File: src/design/buvl_pkg.sv
// Shared constants, request codes and types of the bounded unique value list.
package buvl_pkg;

    localparam int CAPACITY    = 16;
    localparam int VALUE_WIDTH = 16;
    localparam int IDX_W       = $clog2(CAPACITY);
    localparam int CNT_W       = $clog2(CAPACITY + 1);
    localparam int REQ_W       = 3;
    localparam int POS_W       = 5;
    localparam int TOTAL_W     = 20;
    localparam int SQ_W        = 35;

    localparam logic [REQ_W-1:0] REQ_CLEAR      = 3'd0;
    localparam logic [REQ_W-1:0] REQ_INSERT     = 3'd1;
    localparam logic [REQ_W-1:0] REQ_REMOVE     = 3'd2;
    localparam logic [REQ_W-1:0] REQ_LOOKUP     = 3'd3;
    localparam logic [REQ_W-1:0] REQ_REMOVE_KTH = 3'd4;
    localparam logic [REQ_W-1:0] REQ_REMOVE_MAX = 3'd5;

    typedef struct packed {
        logic                          clear;
        logic                          vld;
        logic signed [VALUE_WIDTH-1:0] elem;
    } acc_ctl_t;

endpackage

File: src/design/buvl_accum.sv
// Aggregate unit that folds one stored entry per cycle into minimum, sum, squares and odd count.
module buvl_accum (
    input  logic                                   clk,
    input  logic                                   rst_n,
    input  buvl_pkg::acc_ctl_t                     acc,
    output logic signed [buvl_pkg::VALUE_WIDTH-1:0] smallest,
    output logic signed [buvl_pkg::TOTAL_W-1:0]     total,
    output logic        [buvl_pkg::SQ_W-1:0]        square_total,
    output logic        [buvl_pkg::CNT_W-1:0]       odd_count
);
    import buvl_pkg::*;

    logic signed [2*VALUE_WIDTH-1:0] prod;
    logic                            s1_vld_reg;
    logic signed [VALUE_WIDTH-1:0]   s1_elem_reg;
    logic        [2*VALUE_WIDTH-1:0] s1_sq_reg;
    logic                            first_reg;
    logic signed [VALUE_WIDTH-1:0]   min_reg;
    logic signed [TOTAL_W-1:0]       sum_reg;
    logic        [SQ_W-1:0]          sq_reg;
    logic        [CNT_W-1:0]         odd_reg;

    assign prod = acc.elem * acc.elem;

    always_ff @(posedge clk or negedge rst_n)
    begin
        if (!rst_n)
        begin
            s1_vld_reg <= 1'b0;
            first_reg  <= 1'b1;
            min_reg    <= '0;
            sum_reg    <= '0;
            sq_reg     <= '0;
            odd_reg    <= '0;
        end
        else if (acc.clear)
        begin
            s1_vld_reg <= 1'b0;
            first_reg  <= 1'b1;
            min_reg    <= '0;
            sum_reg    <= '0;
            sq_reg     <= '0;
            odd_reg    <= '0;
        end
        else
        begin
            s1_vld_reg <= acc.vld;
            if (s1_vld_reg)
            begin
                first_reg <= 1'b0;
                if (first_reg || (s1_elem_reg < min_reg))
                begin
                    min_reg <= s1_elem_reg;
                end
                sum_reg <= sum_reg + TOTAL_W'(s1_elem_reg);
                sq_reg  <= sq_reg + SQ_W'(s1_sq_reg);
                odd_reg <= odd_reg + CNT_W'(s1_elem_reg[0]);
            end
        end
    end

    always_ff @(posedge clk)
    begin
        s1_elem_reg <= acc.elem;
        s1_sq_reg   <= $unsigned(prod);
    end

    assign smallest     = min_reg;
    assign total        = sum_reg;
    assign square_total = sq_reg;
    assign odd_count    = odd_reg;

endmodule

File: src/design/buvl_seq.sv
// Request sequencer with the entry memory, fill count and the shared compare unit.
module buvl_seq (
    input  logic                                   clk,
    input  logic                                   rst_n,
    input  logic                                   start,
    input  logic        [buvl_pkg::REQ_W-1:0]       req_type,
    input  logic signed [buvl_pkg::VALUE_WIDTH-1:0] value,
    input  logic        [buvl_pkg::POS_W-1:0]       position,
    output logic                                   busy,
    output logic                                   done,
    output logic                                   success,
    output logic        [buvl_pkg::CNT_W-1:0]       fill_count,
    output buvl_pkg::acc_ctl_t                     acc
);
    import buvl_pkg::*;

    typedef enum logic [6:0] {
        ST_IDLE    = 7'b0000001,
        ST_SEARCH  = 7'b0000010,
        ST_MAXS    = 7'b0000100,
        ST_MOVE_RD = 7'b0001000,
        ST_MOVE_WR = 7'b0010000,
        ST_SCAN    = 7'b0100000,
        ST_RESP    = 7'b1000000
    } state_t;

    state_t                        state_reg, state_next;
    logic [REQ_W-1:0]              req_reg, req_next;
    logic signed [VALUE_WIDTH-1:0] val_reg, val_next;
    logic [IDX_W-1:0]              slot_reg, slot_next;
    logic [CNT_W-1:0]              count_reg, count_next;
    logic                          ok_reg, ok_next;
    logic [CNT_W-1:0]              iss_reg, iss_next;
    logic                          rd_vld_reg, rd_vld_next;
    logic [IDX_W-1:0]              rd_idx_reg, rd_idx_next;
    logic signed [VALUE_WIDTH-1:0] best_reg, best_next;

    logic signed [VALUE_WIDTH-1:0] mem [CAPACITY];
    logic signed [VALUE_WIDTH-1:0] rd_data_reg;
    logic [IDX_W-1:0]              rd_addr;
    logic                          we;
    logic [IDX_W-1:0]              wa;
    logic signed [VALUE_WIDTH-1:0] wd;

    logic                          issue;
    logic                          sweep_done;
    logic signed [VALUE_WIDTH-1:0] cmp_b;
    logic                          cmp_eq;
    logic                          cmp_gt;
    logic [POS_W-1:0]              pos_m1;
    logic                          pos_ok;
    logic [CNT_W-1:0]              last_idx;

    assign issue      = iss_reg < count_reg;
    assign sweep_done = !issue && !rd_vld_reg;
    assign cmp_b      = (state_reg == ST_MAXS) ? best_reg : val_reg;
    assign cmp_eq     = rd_data_reg == cmp_b;
    assign cmp_gt     = rd_data_reg > cmp_b;
    assign pos_m1     = position - 1'b1;
    assign pos_ok     = (position != '0) &&
                        ((POS_W + CNT_W)'(position) <= (POS_W + CNT_W)'(count_reg));
    assign last_idx   = count_reg - 1'b1;

    always_comb
    begin
        state_next  = state_reg;
        req_next    = req_reg;
        val_next    = val_reg;
        slot_next   = slot_reg;
        count_next  = count_reg;
        ok_next     = ok_reg;
        iss_next    = iss_reg;
        rd_vld_next = rd_vld_reg;
        rd_idx_next = rd_idx_reg;
        best_next   = best_reg;
        rd_addr     = iss_reg[IDX_W-1:0];
        we          = 1'b0;
        wa          = count_reg[IDX_W-1:0];
        wd          = val_reg;
        acc.clear   = 1'b0;
        acc.vld     = 1'b0;
        acc.elem    = rd_data_reg;

        if ((state_reg == ST_SEARCH) || (state_reg == ST_MAXS) || (state_reg == ST_SCAN))
        begin
            rd_vld_next = issue;
            rd_idx_next = iss_reg[IDX_W-1:0];
            if (issue)
            begin
                iss_next = iss_reg + 1'b1;
            end
        end

        case (state_reg)
            ST_IDLE:
            begin
                if (start)
                begin
                    req_next    = req_type;
                    val_next    = value;
                    ok_next     = 1'b0;
                    iss_next    = '0;
                    rd_vld_next = 1'b0;
                    state_next  = ST_SCAN;
                    acc.clear   = 1'b1;
                    case (req_type)
                        REQ_CLEAR:
                        begin
                            count_next = '0;
                            ok_next    = 1'b1;
                        end
                        REQ_INSERT:
                        begin
                            if (count_reg != CNT_W'(CAPACITY))
                            begin
                                state_next = ST_SEARCH;
                            end
                        end
                        REQ_REMOVE, REQ_LOOKUP:
                        begin
                            state_next = ST_SEARCH;
                        end
                        REQ_REMOVE_KTH:
                        begin
                            if (pos_ok)
                            begin
                                slot_next  = IDX_W'(pos_m1);
                                state_next = ST_MOVE_RD;
                            end
                        end
                        REQ_REMOVE_MAX:
                        begin
                            if (count_reg != '0)
                            begin
                                state_next = ST_MAXS;
                            end
                        end
                        default:
                        begin
                        end
                    endcase
                end
            end
            ST_SEARCH:
            begin
                if (rd_vld_reg && cmp_eq)
                begin
                    slot_next = rd_idx_reg;
                    if (req_reg == REQ_REMOVE)
                    begin
                        ok_next    = 1'b1;
                        state_next = ST_MOVE_RD;
                    end
                    else
                    begin
                        ok_next     = (req_reg == REQ_LOOKUP);
                        iss_next    = '0;
                        rd_vld_next = 1'b0;
                        acc.clear   = 1'b1;
                        state_next  = ST_SCAN;
                    end
                end
                else if (sweep_done)
                begin
                    if (req_reg == REQ_INSERT)
                    begin
                        we         = 1'b1;
                        count_next = count_reg + 1'b1;
                        ok_next    = 1'b1;
                    end
                    iss_next    = '0;
                    rd_vld_next = 1'b0;
                    acc.clear   = 1'b1;
                    state_next  = ST_SCAN;
                end
            end
            ST_MAXS:
            begin
                if (rd_vld_reg && ((rd_idx_reg == '0) || cmp_gt))
                begin
                    best_next = rd_data_reg;
                    slot_next = rd_idx_reg;
                end
                if (sweep_done)
                begin
                    state_next = ST_MOVE_RD;
                end
            end
            ST_MOVE_RD:
            begin
                rd_addr    = last_idx[IDX_W-1:0];
                state_next = ST_MOVE_WR;
            end
            ST_MOVE_WR:
            begin
                we          = 1'b1;
                wa          = slot_reg;
                wd          = rd_data_reg;
                count_next  = last_idx;
                ok_next     = 1'b1;
                iss_next    = '0;
                rd_vld_next = 1'b0;
                acc.clear   = 1'b1;
                state_next  = ST_SCAN;
            end
            ST_SCAN:
            begin
                acc.vld = rd_vld_reg;
                if (sweep_done)
                begin
                    state_next = ST_RESP;
                end
            end
            ST_RESP:
            begin
                state_next = ST_IDLE;
            end
            default:
            begin
                state_next = ST_IDLE;
            end
        endcase
    end

    always_ff @(posedge clk or negedge rst_n)
    begin
        if (!rst_n)
        begin
            state_reg  <= ST_IDLE;
            count_reg  <= '0;
            ok_reg     <= 1'b0;
            iss_reg    <= '0;
            rd_vld_reg <= 1'b0;
        end
        else
        begin
            state_reg  <= state_next;
            count_reg  <= count_next;
            ok_reg     <= ok_next;
            iss_reg    <= iss_next;
            rd_vld_reg <= rd_vld_next;
        end
    end

    always_ff @(posedge clk)
    begin
        req_reg    <= req_next;
        val_reg    <= val_next;
        slot_reg   <= slot_next;
        rd_idx_reg <= rd_idx_next;
        best_reg   <= best_next;
    end

    always_ff @(posedge clk)
    begin
        if (we)
        begin
            mem[wa] <= wd;
        end
        rd_data_reg <= mem[rd_addr];
    end

    assign busy       = state_reg != ST_IDLE;
    assign done       = state_reg == ST_RESP;
    assign success    = ok_reg;
    assign fill_count = count_reg;

endmodule

File: src/design/bounded_unique_value_list.sv
// Top level of the bounded unique value list: sequencer, entry memory and aggregate unit.
//
// A request is a transfer of req_type, value and position, taken at a rising edge
// where start is high and busy is low. busy stays high until the request's result
// has been shown. The result appears on success, fill_count, smallest, total,
// square_total and odd_count for exactly one cycle while done is high; the
// receiver takes it in that cycle and cannot stall the block.
// A request runs, as it needs them, a search or maximum pass over the N stored
// entries (which a search can end early on a hit), a move of the last entry into
// a freed slot after a removal, and then the aggregate pass before the result is
// shown; the next request can be taken in the cycle after the result.
// Both passes go through the single read port of the entry memory, one entry
// per cycle, and the aggregate unit squares one entry per cycle.
// Reset empties the store and returns the block to idle; the entry memory itself
// is not cleared, since only slots below the fill count are ever read.
module bounded_unique_value_list (
    input  logic                                   clk,
    input  logic                                   rst_n,
    input  logic                                   start,
    input  logic        [buvl_pkg::REQ_W-1:0]       req_type,
    input  logic signed [buvl_pkg::VALUE_WIDTH-1:0] value,
    input  logic        [buvl_pkg::POS_W-1:0]       position,
    output logic                                   busy,
    output logic                                   done,
    output logic                                   success,
    output logic        [buvl_pkg::CNT_W-1:0]       fill_count,
    output logic signed [buvl_pkg::VALUE_WIDTH-1:0] smallest,
    output logic signed [buvl_pkg::TOTAL_W-1:0]     total,
    output logic        [buvl_pkg::SQ_W-1:0]        square_total,
    output logic        [buvl_pkg::CNT_W-1:0]       odd_count
);
    import buvl_pkg::*;

    acc_ctl_t acc;

    buvl_seq u_seq (
        .clk        (clk),
        .rst_n      (rst_n),
        .start      (start),
        .req_type   (req_type),
        .value      (value),
        .position   (position),
        .busy       (busy),
        .done       (done),
        .success    (success),
        .fill_count (fill_count),
        .acc        (acc)
    );

    buvl_accum u_accum (
        .clk          (clk),
        .rst_n        (rst_n),
        .acc          (acc),
        .smallest     (smallest),
        .total        (total),
        .square_total (square_total),
        .odd_count    (odd_count)
    );

endmodule

File: config.mk
export PLATFORM = sky130hd
export DESIGN_NAME = bounded_unique_value_list
export DESIGN_NICKNAME = d
export VERILOG_FILES = /design/src/design/buvl_pkg.sv /design/src/design/buvl_accum.sv /design/src/design/buvl_seq.sv /design/src/design/bounded_unique_value_list.sv
export SDC_FILE = /design/constraint.sdc
export NUM_CORES = 1
export LEC_CHECK = 0
export BUFFER_PORTS_ARGS = -buffer_cell sky130_fd_sc_hd__buf_2
export CORE_ASPECT_RATIO = 1.2
export CORE_MARGIN = 2
export CORE_UTILIZATION = 45
export DETAILED_ROUTE_END_ITERATION = 10
export HOLD_SLACK_MARGIN = 0.02
export MAX_ROUTING_LAYER = met4
export SLEW_MARGIN = 20
export SYNTH_ARGS = -nofsm -noshare
export SYNTH_HDL_FRONTEND = slang
export SYNTH_SLANG_ARGS = --single-unit
File: constraint.sdc
create_clock -name clk -period 5.85 [get_ports clk]
set_input_delay 0.2925 -clock clk [delete_from_list [all_inputs] [get_ports clk]]
set_output_delay 0.2925 -clock clk [all_outputs]
set_load 0.03 [all_outputs]
* Word level (Yosys, flattened, before mapping)
Memories as Yosys holds them, arrays and structs flattened. A register that Yosys moved wholly into a read port is not among the register bits. Index checks and enable logic that the tools add are counted.
Word-level totals: flip-flop bits (word level) 188, word-level logic and storage cells 159, bits of input ports 27, RAM bits 256, memories kept 1, output and inout bits 84
Operators by class: eq/ne operators 31, reductions and logical operators 26, multiply operators 1, magnitude comparators 4, add/subtract/negate cells 7, mux-type cells 71
Memory list:
- u_seq.mem | depth 16, width 16, read ports 1, clocked after memory_dff 1, write ports 1, RTL line buvl_seq.sv:38 | logic signed [VALUE_WIDTH-1:0] mem [CAPACITY];
Operator list (number):
- $mux W16 | 5
- $mux W35 | 2
- $mux W5 | 13
- $pmux W7 S6 | 1
- $mux W20 | 2
- $add A35 B32 Y35 | 1
- $mux W7 | 5
- $mul A16 B16 Y32 | 1
- $pmux W5 S3 | 2
- $mux W4 | 7
- $pmux W7 S4 | 1
- $mux W1 | 24
- $mux W6 | 4
- $add A20 B16 Y20 | 1
- $eq A16 B16 Y1 | 1
- $gt A16 B16 Y1 | 1
- $lt A16 B16 Y1 | 1
- $ne A2 B2 Y1 const B | 7
- $eq A3 B2 Y1 const B | 4
- $pmux W4 S3 | 1
- $reduce_and A6 Y1 | 2
- $add A5 B1 Y5 const B | 2
- $reduce_bool A5 Y1 | 2
- $pmux W1 S3 | 3
- 30 further kinds | 47

* Depth between registers and ports, before layout
Gate-level depths: netlist (run 1).
word-level depth 8, mapped depth 25, gate-level depth less buffers 24

* Hierarchy
Synthesis (run 1) repeated with hierarchy kept, for this count alone.
Unflattened totals: cell total of the unflattened synthesis 3019, area, all modules 31800.5 µm²
Modules (own cells, without submodules):
- buvl_seq | seq. area each 9775.6 µm², cells an instance 1327, instances 1, area an instance 16020.4 µm²
- buvl_accum | seq. area each 2874.0 µm², cells an instance 1692, instances 1, area an instance 15780.1 µm²

* Worst setup path after synthesis (run 1)
No wires, ideal clock.
path type flip-flop to flip-flop, start point reg u_seq.rd_data_reg[6], read port of u_seq.mem, end point reg u_accum.s1_sq_reg[30], path buffers 2, setup time 0.062 ns, arrival time 6.049 ns, cell stages (with the launch flop) 23, required time 5.788 ns, slack -0.261 ns, clock period less this slack 6.111 ns, cell sequence dfxtp_1 > clkbuf_1 > clkbuf_1 > nand2_1 > fa_1 > fa_1 > fa_1 > inv_1 > fa_1 > fa_1 > inv_1 > fa_1 > inv_1 > ha_1 > inv_1 > nor2_1 > nand3_1 > a211oi_2 > o21bai_1 > a31oi_1 > a41oi_1 > or4b_1 > nand3_1
On the way: longest elaborated chain between the ends 1
RTL lines:
- from (decl) | RTL line buvl_seq.sv:39 | logic signed [VALUE_WIDTH-1:0] rd_data_reg;
- $mul A16 B16 Y32 | RTL line buvl_accum.sv:23 | assign prod = acc.elem * acc.elem;
- named net u_accum.prod[30] | RTL line buvl_accum.sv:13 | logic signed [2*VALUE_WIDTH-1:0] prod;
- to (signal assigned) | RTL line buvl_accum.sv:65 | s1_sq_reg <= $unsigned(prod);
- to (decl) | RTL line buvl_accum.sv:16 | logic [2*VALUE_WIDTH-1:0] s1_sq_reg;
The timed path passes the listed nets, and every way through them passes these cells. A chain may end at the register's enable or synchronous reset.

* Worst setup path in the final report (run 1)
start point reg u_seq.rd_data_reg[5], read port of u_seq.mem, end point reg u_accum.s1_sq_reg[31]
Same word-level chain as after synthesis.

==> results of run 1 <==
critical path: cells and delay by family (launching register included):
kind	cells	cell delay, ns
DFF	1	0.38
AOI/OAI and AO/OA	8	1.85
adders and majority gates	7	2.93
buffers and inverters	4	0.32
and+or+nand+nor	1	0.15
xor gates and xnor gates	1	0.10
kinds of logic after synthesis:
logic type                 after synthesis  synth area share
buffers and inverters                  445            0.0614
adders and majority gates              425             0.237
AOI/OAI and AO/OA                      349            0.0772
and+or+nand+nor                        549            0.0876
DFF                                    458             0.424
muxes                                  154            0.0822
xor gates and xnor gates               103            0.0303
final cells by class:
cell class	count	area [µm²]	share of cell area
multi-input combinational	1580	15700	0.453
sequential	458	12700	0.366
timing repair buffer	290	2120	0.0611
clock buffer	66	1420	0.0411
inverter	364	1380	0.0397
tap	840	1050	0.0303
clock inverter	30	304	0.00877
cell usage in the layout (no fill, tap or decap), types with 16 or more instances in the layout:
cell	Yosys	routed
inv_1	359	344
edfxtp_1	299	299
fa_1	233	230
ha_1	192	183
nor2_1	179	175
nand2_1	158	150
buf_4	13	136
buf_2	3	109
dfrtp_1	95	94
a21oi_1	104	91
mux2i_1	87	87
xnor2_1	67	66
clkbuf_16	0	52
o21ai_0	53	51
dfxtp_1	62	49
mux4_2	40	40
a21o_1	38	38
and2_1	42	36
xor2_1	36	36
a211oi_1	35	33
nor2b_1	30	30
nor3_1	28	28
nand3_1	29	27
mux4_1	25	25
dlygate4sd3_1	1	21
nand4_1	16	16
stage by stage:
stage / setup slack [ns] / utilization / instance area (µm²) / std cells / setup TNS [ns]
after floorplan: 0.0180 / - / 29800 / 2483 / 0
after CTS: 0.00201 / 0.519 / 34100 / 3609 / 0
after detailed placement: -0.122 / 0.489 / 32100 / 3491 / -0.361
after global routing: -0.185 / 0.528 / 34700 / 3628 / -0.587
final: 0.00407 / 0.528 / 34700 / 3628 / 0
after global placement: -0.0423 / 0.489 / 32100 / 3491 / -0.0555
per-layer routing:
| metal | share of wire | global-route usage | wire length [µm] |
|---|---|---|---|
| met1 | 0.42 | 0.266 | 29700 |
| met2 | 0.52 | 0.379 | 36300 |
| met3 | 0.034 | 0.0243 | 2400 |
| met4 | 0.029 | 0.0655 | 2040 |
| met5 | 0 | - | 0 |
how the worst min path moves through the flow:
stage                                     endpoint         from  slack (ns)
after global routing             u_seq.slot_reg[3]  position[3]        0.12
after floorplan               u_accum.odd_count[0]        rst_n      -0.003
after global placement    u_accum.square_total[32]        rst_n        0.27
final                           u_seq.state_reg[6]        start        0.12
after CTS                       u_seq.state_reg[6]        start        0.09
after detailed placement  u_accum.square_total[34]        rst_n        0.28
repair_timing:
action | CTS | global route
hold endpoints to repair | 55 | 0
hold buffers | 21 | 0
resized for setup | 20 | 104
setup endpoints to repair | 7 | 12
pin swaps | 4 | 60
setup buffers | 1 | 18
==> impl_metrics.env, run 1 <==
export IMPL_clock_latency_ns=0.62
export IMPL_crit_type="register to register"
export IMPL_grt_max_degree=83
export IMPL_ys_top_cells_by_count="inv_1 (359), edfxtp_1 (299), fa_1 (233)"
export IMPL_clk_path_buf_depth=3
export IMPL_skew_ns=0.0579
export IMPL_rsz0062_at_grt="yes"
export IMPL_r2r_end="u_accum.s1_sq_reg[31]"
export IMPL_n_antenna_cell=0
export IMPL_arrival_ns=6.35
export IMPL_ys_ff_latch=458
export IMPL_area_delta_synth_final_pct=16.3
export IMPL_required_ns=6.35
export IMPL_crit_start="u_seq.rd_data_reg[5]"
export IMPL_cap_violations=0
export IMPL_status="finished, final reports clean"
export IMPL_grt_pass1_wl_um=113000
export IMPL_postRouteAntennaNets=0
export IMPL_syn_nets=2935
export IMPL_drive_gt1_frac=0.185
export IMPL_period_share=0.999
export IMPL_numCtsBuffers=51
export IMPL_start_util=0.454
export IMPL_drv_slew=0
export IMPL_yosys_area_top_type_share=0.301
export IMPL_htreeDepth=2
export IMPL_crit_chain="buf_6 -> and2_4 -> buf_6 -> fa_1 -> fa_1 -> ha_1 -> ha_1 -> inv_2 -> fa_1 -> inv_2 -> fa_1 -> ha_4 -> o211ai_1 -> o211ai_1 -> a221oi_2 -> o31a_2 -> o211ai_1 -> a211oi_2 -> o31ai_2 -> a31o_2 -> xnor2_1"
export IMPL_vias=19300
export IMPL_finalHoldViolCount=0
export IMPL_finalNetCount=3197
export IMPL_synthArstFlopShare=0.212
export IMPL_root_buffer="clkbuf_16"
export IMPL_critPathLaunchType="register"
export IMPL_min_period_ns=5.85
export IMPL_firstDrtPassIters=5
export IMPL_cp_slowest_cell="fa_1"
export IMPL_r2r_start="u_seq.rd_data_reg[5]"
export IMPL_fp_row_count=103
export IMPL_die_w_um=239
export IMPL_synthMostInstantiatedCell="inv_1"
export IMPL_avgSynthCellArea_um2=12.0
export IMPL_wl_per_cell_um=19.4
export IMPL_crit_path_max_incr_delay_ns=0.54
export IMPL_fmax_mhz=171
export IMPL_synth_top_cell_by_area="edfxtp_1"
export IMPL_synthTopCellsByArea="edfxtp_1 (30%), fa_1 (16%), ha_1 (8.1%)"
export IMPL_syn_cell_area_um2=29800
export IMPL_cts_tree="built"
export IMPL_tightest_slew_ns=0.952
export IMPL_setup_violations=0
export IMPL_hold_slack_ns=0.118
export IMPL_hold_depth=3
export IMPL_synth_edf_count=299
export IMPL_yosysWarnings=0
export IMPL_drc=0
export IMPL_largest_reg_flops=256
export IMPL_ys_types=90
export IMPL_portBuffers=110
export IMPL_core_area_um2=65700
export IMPL_fillers=5635
export IMPL_clk_pin_slew_ns=0.06
export IMPL_die_height_um=286
export IMPL_yosysSeqAreaShare=0.424
export IMPL_endpoint_kind="register"
export IMPL_path_max_fanout=7
export IMPL_grt_pass1_vias=20800
export IMPL_place_gp_congestion=0.888
export IMPL_via_per_inst=5.32
export IMPL_io_pins=111
export IMPL_hp_class="input pin to register"
export IMPL_hpwlAfterDp_um=51700
export IMPL_clock_sinks=458
export IMPL_initialDrtViolationCount=1085
export IMPL_endpoint="u_accum.s1_sq_reg[31]"
export IMPL_track_usage=0.218
export IMPL_crit_top_cell="fa_1"
export IMPL_synth_ff_type="edfxtp_1"
export IMPL_grt_overflow_total=0
export IMPL_slew_headroom=0.364
export IMPL_antenna_found_initial=1
export IMPL_drt_wl_total_um=70400
export IMPL_netlist_instances=2483
export IMPL_r2r_worst_path_cells=21
export IMPL_dieArea_um2=68300
export IMPL_rrSetupSlack_ns=0.004
Power of run 1 is not shown: default switching activity piles up to over one toggle a cycle in this logic, so the estimate is an artifact.
==> inputs of run 2 (changes only) <==
--- a/config.mk
+++ b/config.mk
@@ -9,9 +9,12 @@
 export CORE_ASPECT_RATIO = 1.2
 export CORE_MARGIN = 2
 export CORE_UTILIZATION = 45
+export CTS_CLUSTER_SIZE = 10
 export DETAILED_ROUTE_END_ITERATION = 10
 export HOLD_SLACK_MARGIN = 0.02
 export MAX_ROUTING_LAYER = met4
+export RECOVER_POWER = 100
+export SETUP_SLACK_MARGIN = 0.02
 export SLEW_MARGIN = 20
 export SYNTH_ARGS = -nofsm -noshare
 export SYNTH_HDL_FRONTEND = slang
==> impl_metrics.env, run 2 (synthesis gave the netlist of run 1 again) <==
export IMPL_track_usage=0.220
export IMPL_initialDrtViolationCount=1050
export IMPL_rsz0062_at_grt="yes"
export IMPL_crit_top_cell="fa_1"
export IMPL_firstDrtPassIters=7
export IMPL_path_delay_family="adder cells"
export IMPL_grtUsageMet2=0.380
export IMPL_crit_type="register to register"
export IMPL_grt_max_degree=83
export IMPL_io_pins=111
export IMPL_drive_gt1_frac=0.168
export IMPL_clk_pin_slew_ns=0.06
export IMPL_status="finished, final reports clean"
export IMPL_busiest_layer="met2"
export IMPL_clk_path_buf_depth=3
export IMPL_fmax_mhz=172
export IMPL_min_period_ns=5.80
export IMPL_endpoint_kind="register"
export IMPL_cts_tree="built"
export IMPL_dp_cells=3500
export IMPL_cap_violations=0
export IMPL_start_util=0.454
export IMPL_place_gp_congestion=0.904
export IMPL_dpl_worst_slack_ns=-0.193
export IMPL_largest_reg_flops=256
export IMPL_root_buffer="clkbuf_16"
export IMPL_fillers=5741
export IMPL_setup_ws_ns=0.0452
export IMPL_portBuffers=110
export IMPL_fp_row_count=103
export IMPL_crit_chain="buf_4 -> inv_6 -> nor2_1 -> buf_4 -> fa_1 -> inv_1 -> fa_1 -> inv_1 -> fa_2 -> fa_1 -> fa_1 -> inv_1 -> fa_1 -> inv_1 -> ha_4 -> nand3_2 -> o31a_2 -> o211ai_1 -> a211oi_2 -> o31ai_2 -> a31o_2 -> xnor2_1"
export IMPL_core_area_um2=65700
export IMPL_clock_sinks=458
export IMPL_area_delta_synth_final_pct=15.5
export IMPL_wl_per_cell_um=19.6
export IMPL_antenna_found_initial=0
export IMPL_slew_headroom=0.374
export IMPL_crit_buf_inv=7
export IMPL_grt_pass1_wl_um=114000
export IMPL_grt_use_met1=0.269
export IMPL_finalHoldViolCount=0
export IMPL_drt_wl_total_um=71000
export IMPL_htreeDepth=2
export IMPL_numCtsBuffers=54
export IMPL_grt_overflow_total=0
export IMPL_grt_pass1_vias=20700
export IMPL_period_share=0.992
export IMPL_path_max_fanout=6
export IMPL_die_w_um=239
export IMPL_setup_violations=0
export IMPL_skew_ns=0.0788
export IMPL_grt_use_met3=0.0209
export IMPL_arrival_ns=6.26
export IMPL_vias=19400
export IMPL_via_per_inst=5.34
export IMPL_layout_cells_most_common_list="inv_1 (353), edfxtp_1 (299), fa_1 (228)"
export IMPL_drv_slew=0
export IMPL_tightest_slew_ns=0.938
export IMPL_layoutNonFillerInstCount=3631
export IMPL_required_ns=6.31
export IMPL_crit_path_max_incr_delay_ns=0.54
export IMPL_clock_latency_ns=0.65
export IMPL_final_common_cell="inv_1"
export IMPL_dieArea_um2=68300
export IMPL_n_antenna_cell=0
export IMPL_die_height_um=286
export IMPL_postRouteAntennaNets=0
export IMPL_finalNetCount=3197
export IMPL_critPathLaunchType="register"
export IMPL_hpwlAfterDp_um=52100
export IMPL_drc=0
export IMPL_hp_class="input pin to register"
export IMPL_cp_slowest_cell="fa_1"
run 2: cell count changes in the layout (fill, tap and decap cells not counted), sizes merged:
cell	delta
inv	+1
buf	-14
clkinv	-17
clkinvlp	-4
clkbuf	+40
bufinv	-3
run 2: worst reg2reg max path: stages, from the launching register on:
cell and delay, ns:
dfxtp_4 0.36, buf_4 0.15, inv_6 0.07, nor2_1 0.06
buf_4 0.13, fa_1 0.48, inv_1 0.06, fa_1 0.54
inv_1 0.05, fa_2 0.53, fa_1 0.42, fa_1 0.48
inv_1 0.05, fa_1 0.47, inv_1 0.06, ha_4 0.28
nand3_2 0.09, o31a_2 0.35, o211ai_1 0.29, a211oi_2 0.15
o31ai_2 0.30, a31o_2 0.20, xnor2_1 0.06
run 2: stage by stage:
stage	TNS, ns	area, µm²	hold slack [ns]	util
2_1_floorplan	0	29800	-0.00309	-
3_3_place_gp	-0.0566	32200	0.400	0.490
3_5_place_dp	-0.548	32200	0.408	0.490
4_1_cts	0	34200	0.0715	0.520
5_1_grt	-0.908	34400	0.0914	0.524
6_report	0	34400	0.0940	0.524
run 2: area by class of cell:
type	count	area, µm²	area share
Inverter	364	1370	0.0398
Sequential cell	458	12700	0.368
Clock inverter	7	104	0.00302
Multi-Input combinational cell	1580	15600	0.454
Tap cell	840	1050	0.0305
Timing Repair Buffer	287	2050	0.0595
Clock buffer	95	1570	0.0455
run 2: per-layer routing:
metal	routed length (µm)	share of wire
met1	30200	0.42
met2	36300	0.51
met3	2300	0.032
met4	2250	0.032
met5	0	0
run 2: timing repair:
| action | in CTS | in global routing |
|---|---|---|
| endpoints found under the hold margin | 81 | 0 |
| setup buffers | 2 | 4 |
| pin swaps | 10 | 31 |
| endpoints found under the setup margin | 10 | 11 |
| hold buffers | 21 | 0 |
| gates resized for setup | 24 | 63 |
run 2: final timing paths:
| kind | end | from | cells after the start | slack [ns] |
|---|---|---|---|---|
| max | u_accum.s1_sq_reg[31] | u_seq.rd_data_reg[3] | 22 | 0.05 |
| min reg2reg | u_accum.s1_elem_reg[5] | u_seq.rd_data_reg[5] | 1 | 0.50 |
| min | u_seq.state_reg[6] | start | 3 | 0.09 |
| min in group asynchronous | u_accum.square_total[6] | rst_n | 2 | 0.29 |
| max in group asynchronous | u_accum.s1_vld_reg | rst_n | 3 | 4.48 |
| max reg2reg | u_accum.s1_sq_reg[31] | u_seq.rd_data_reg[3] | 22 | 0.05 |
Power of run 2 is left out for the same reason.
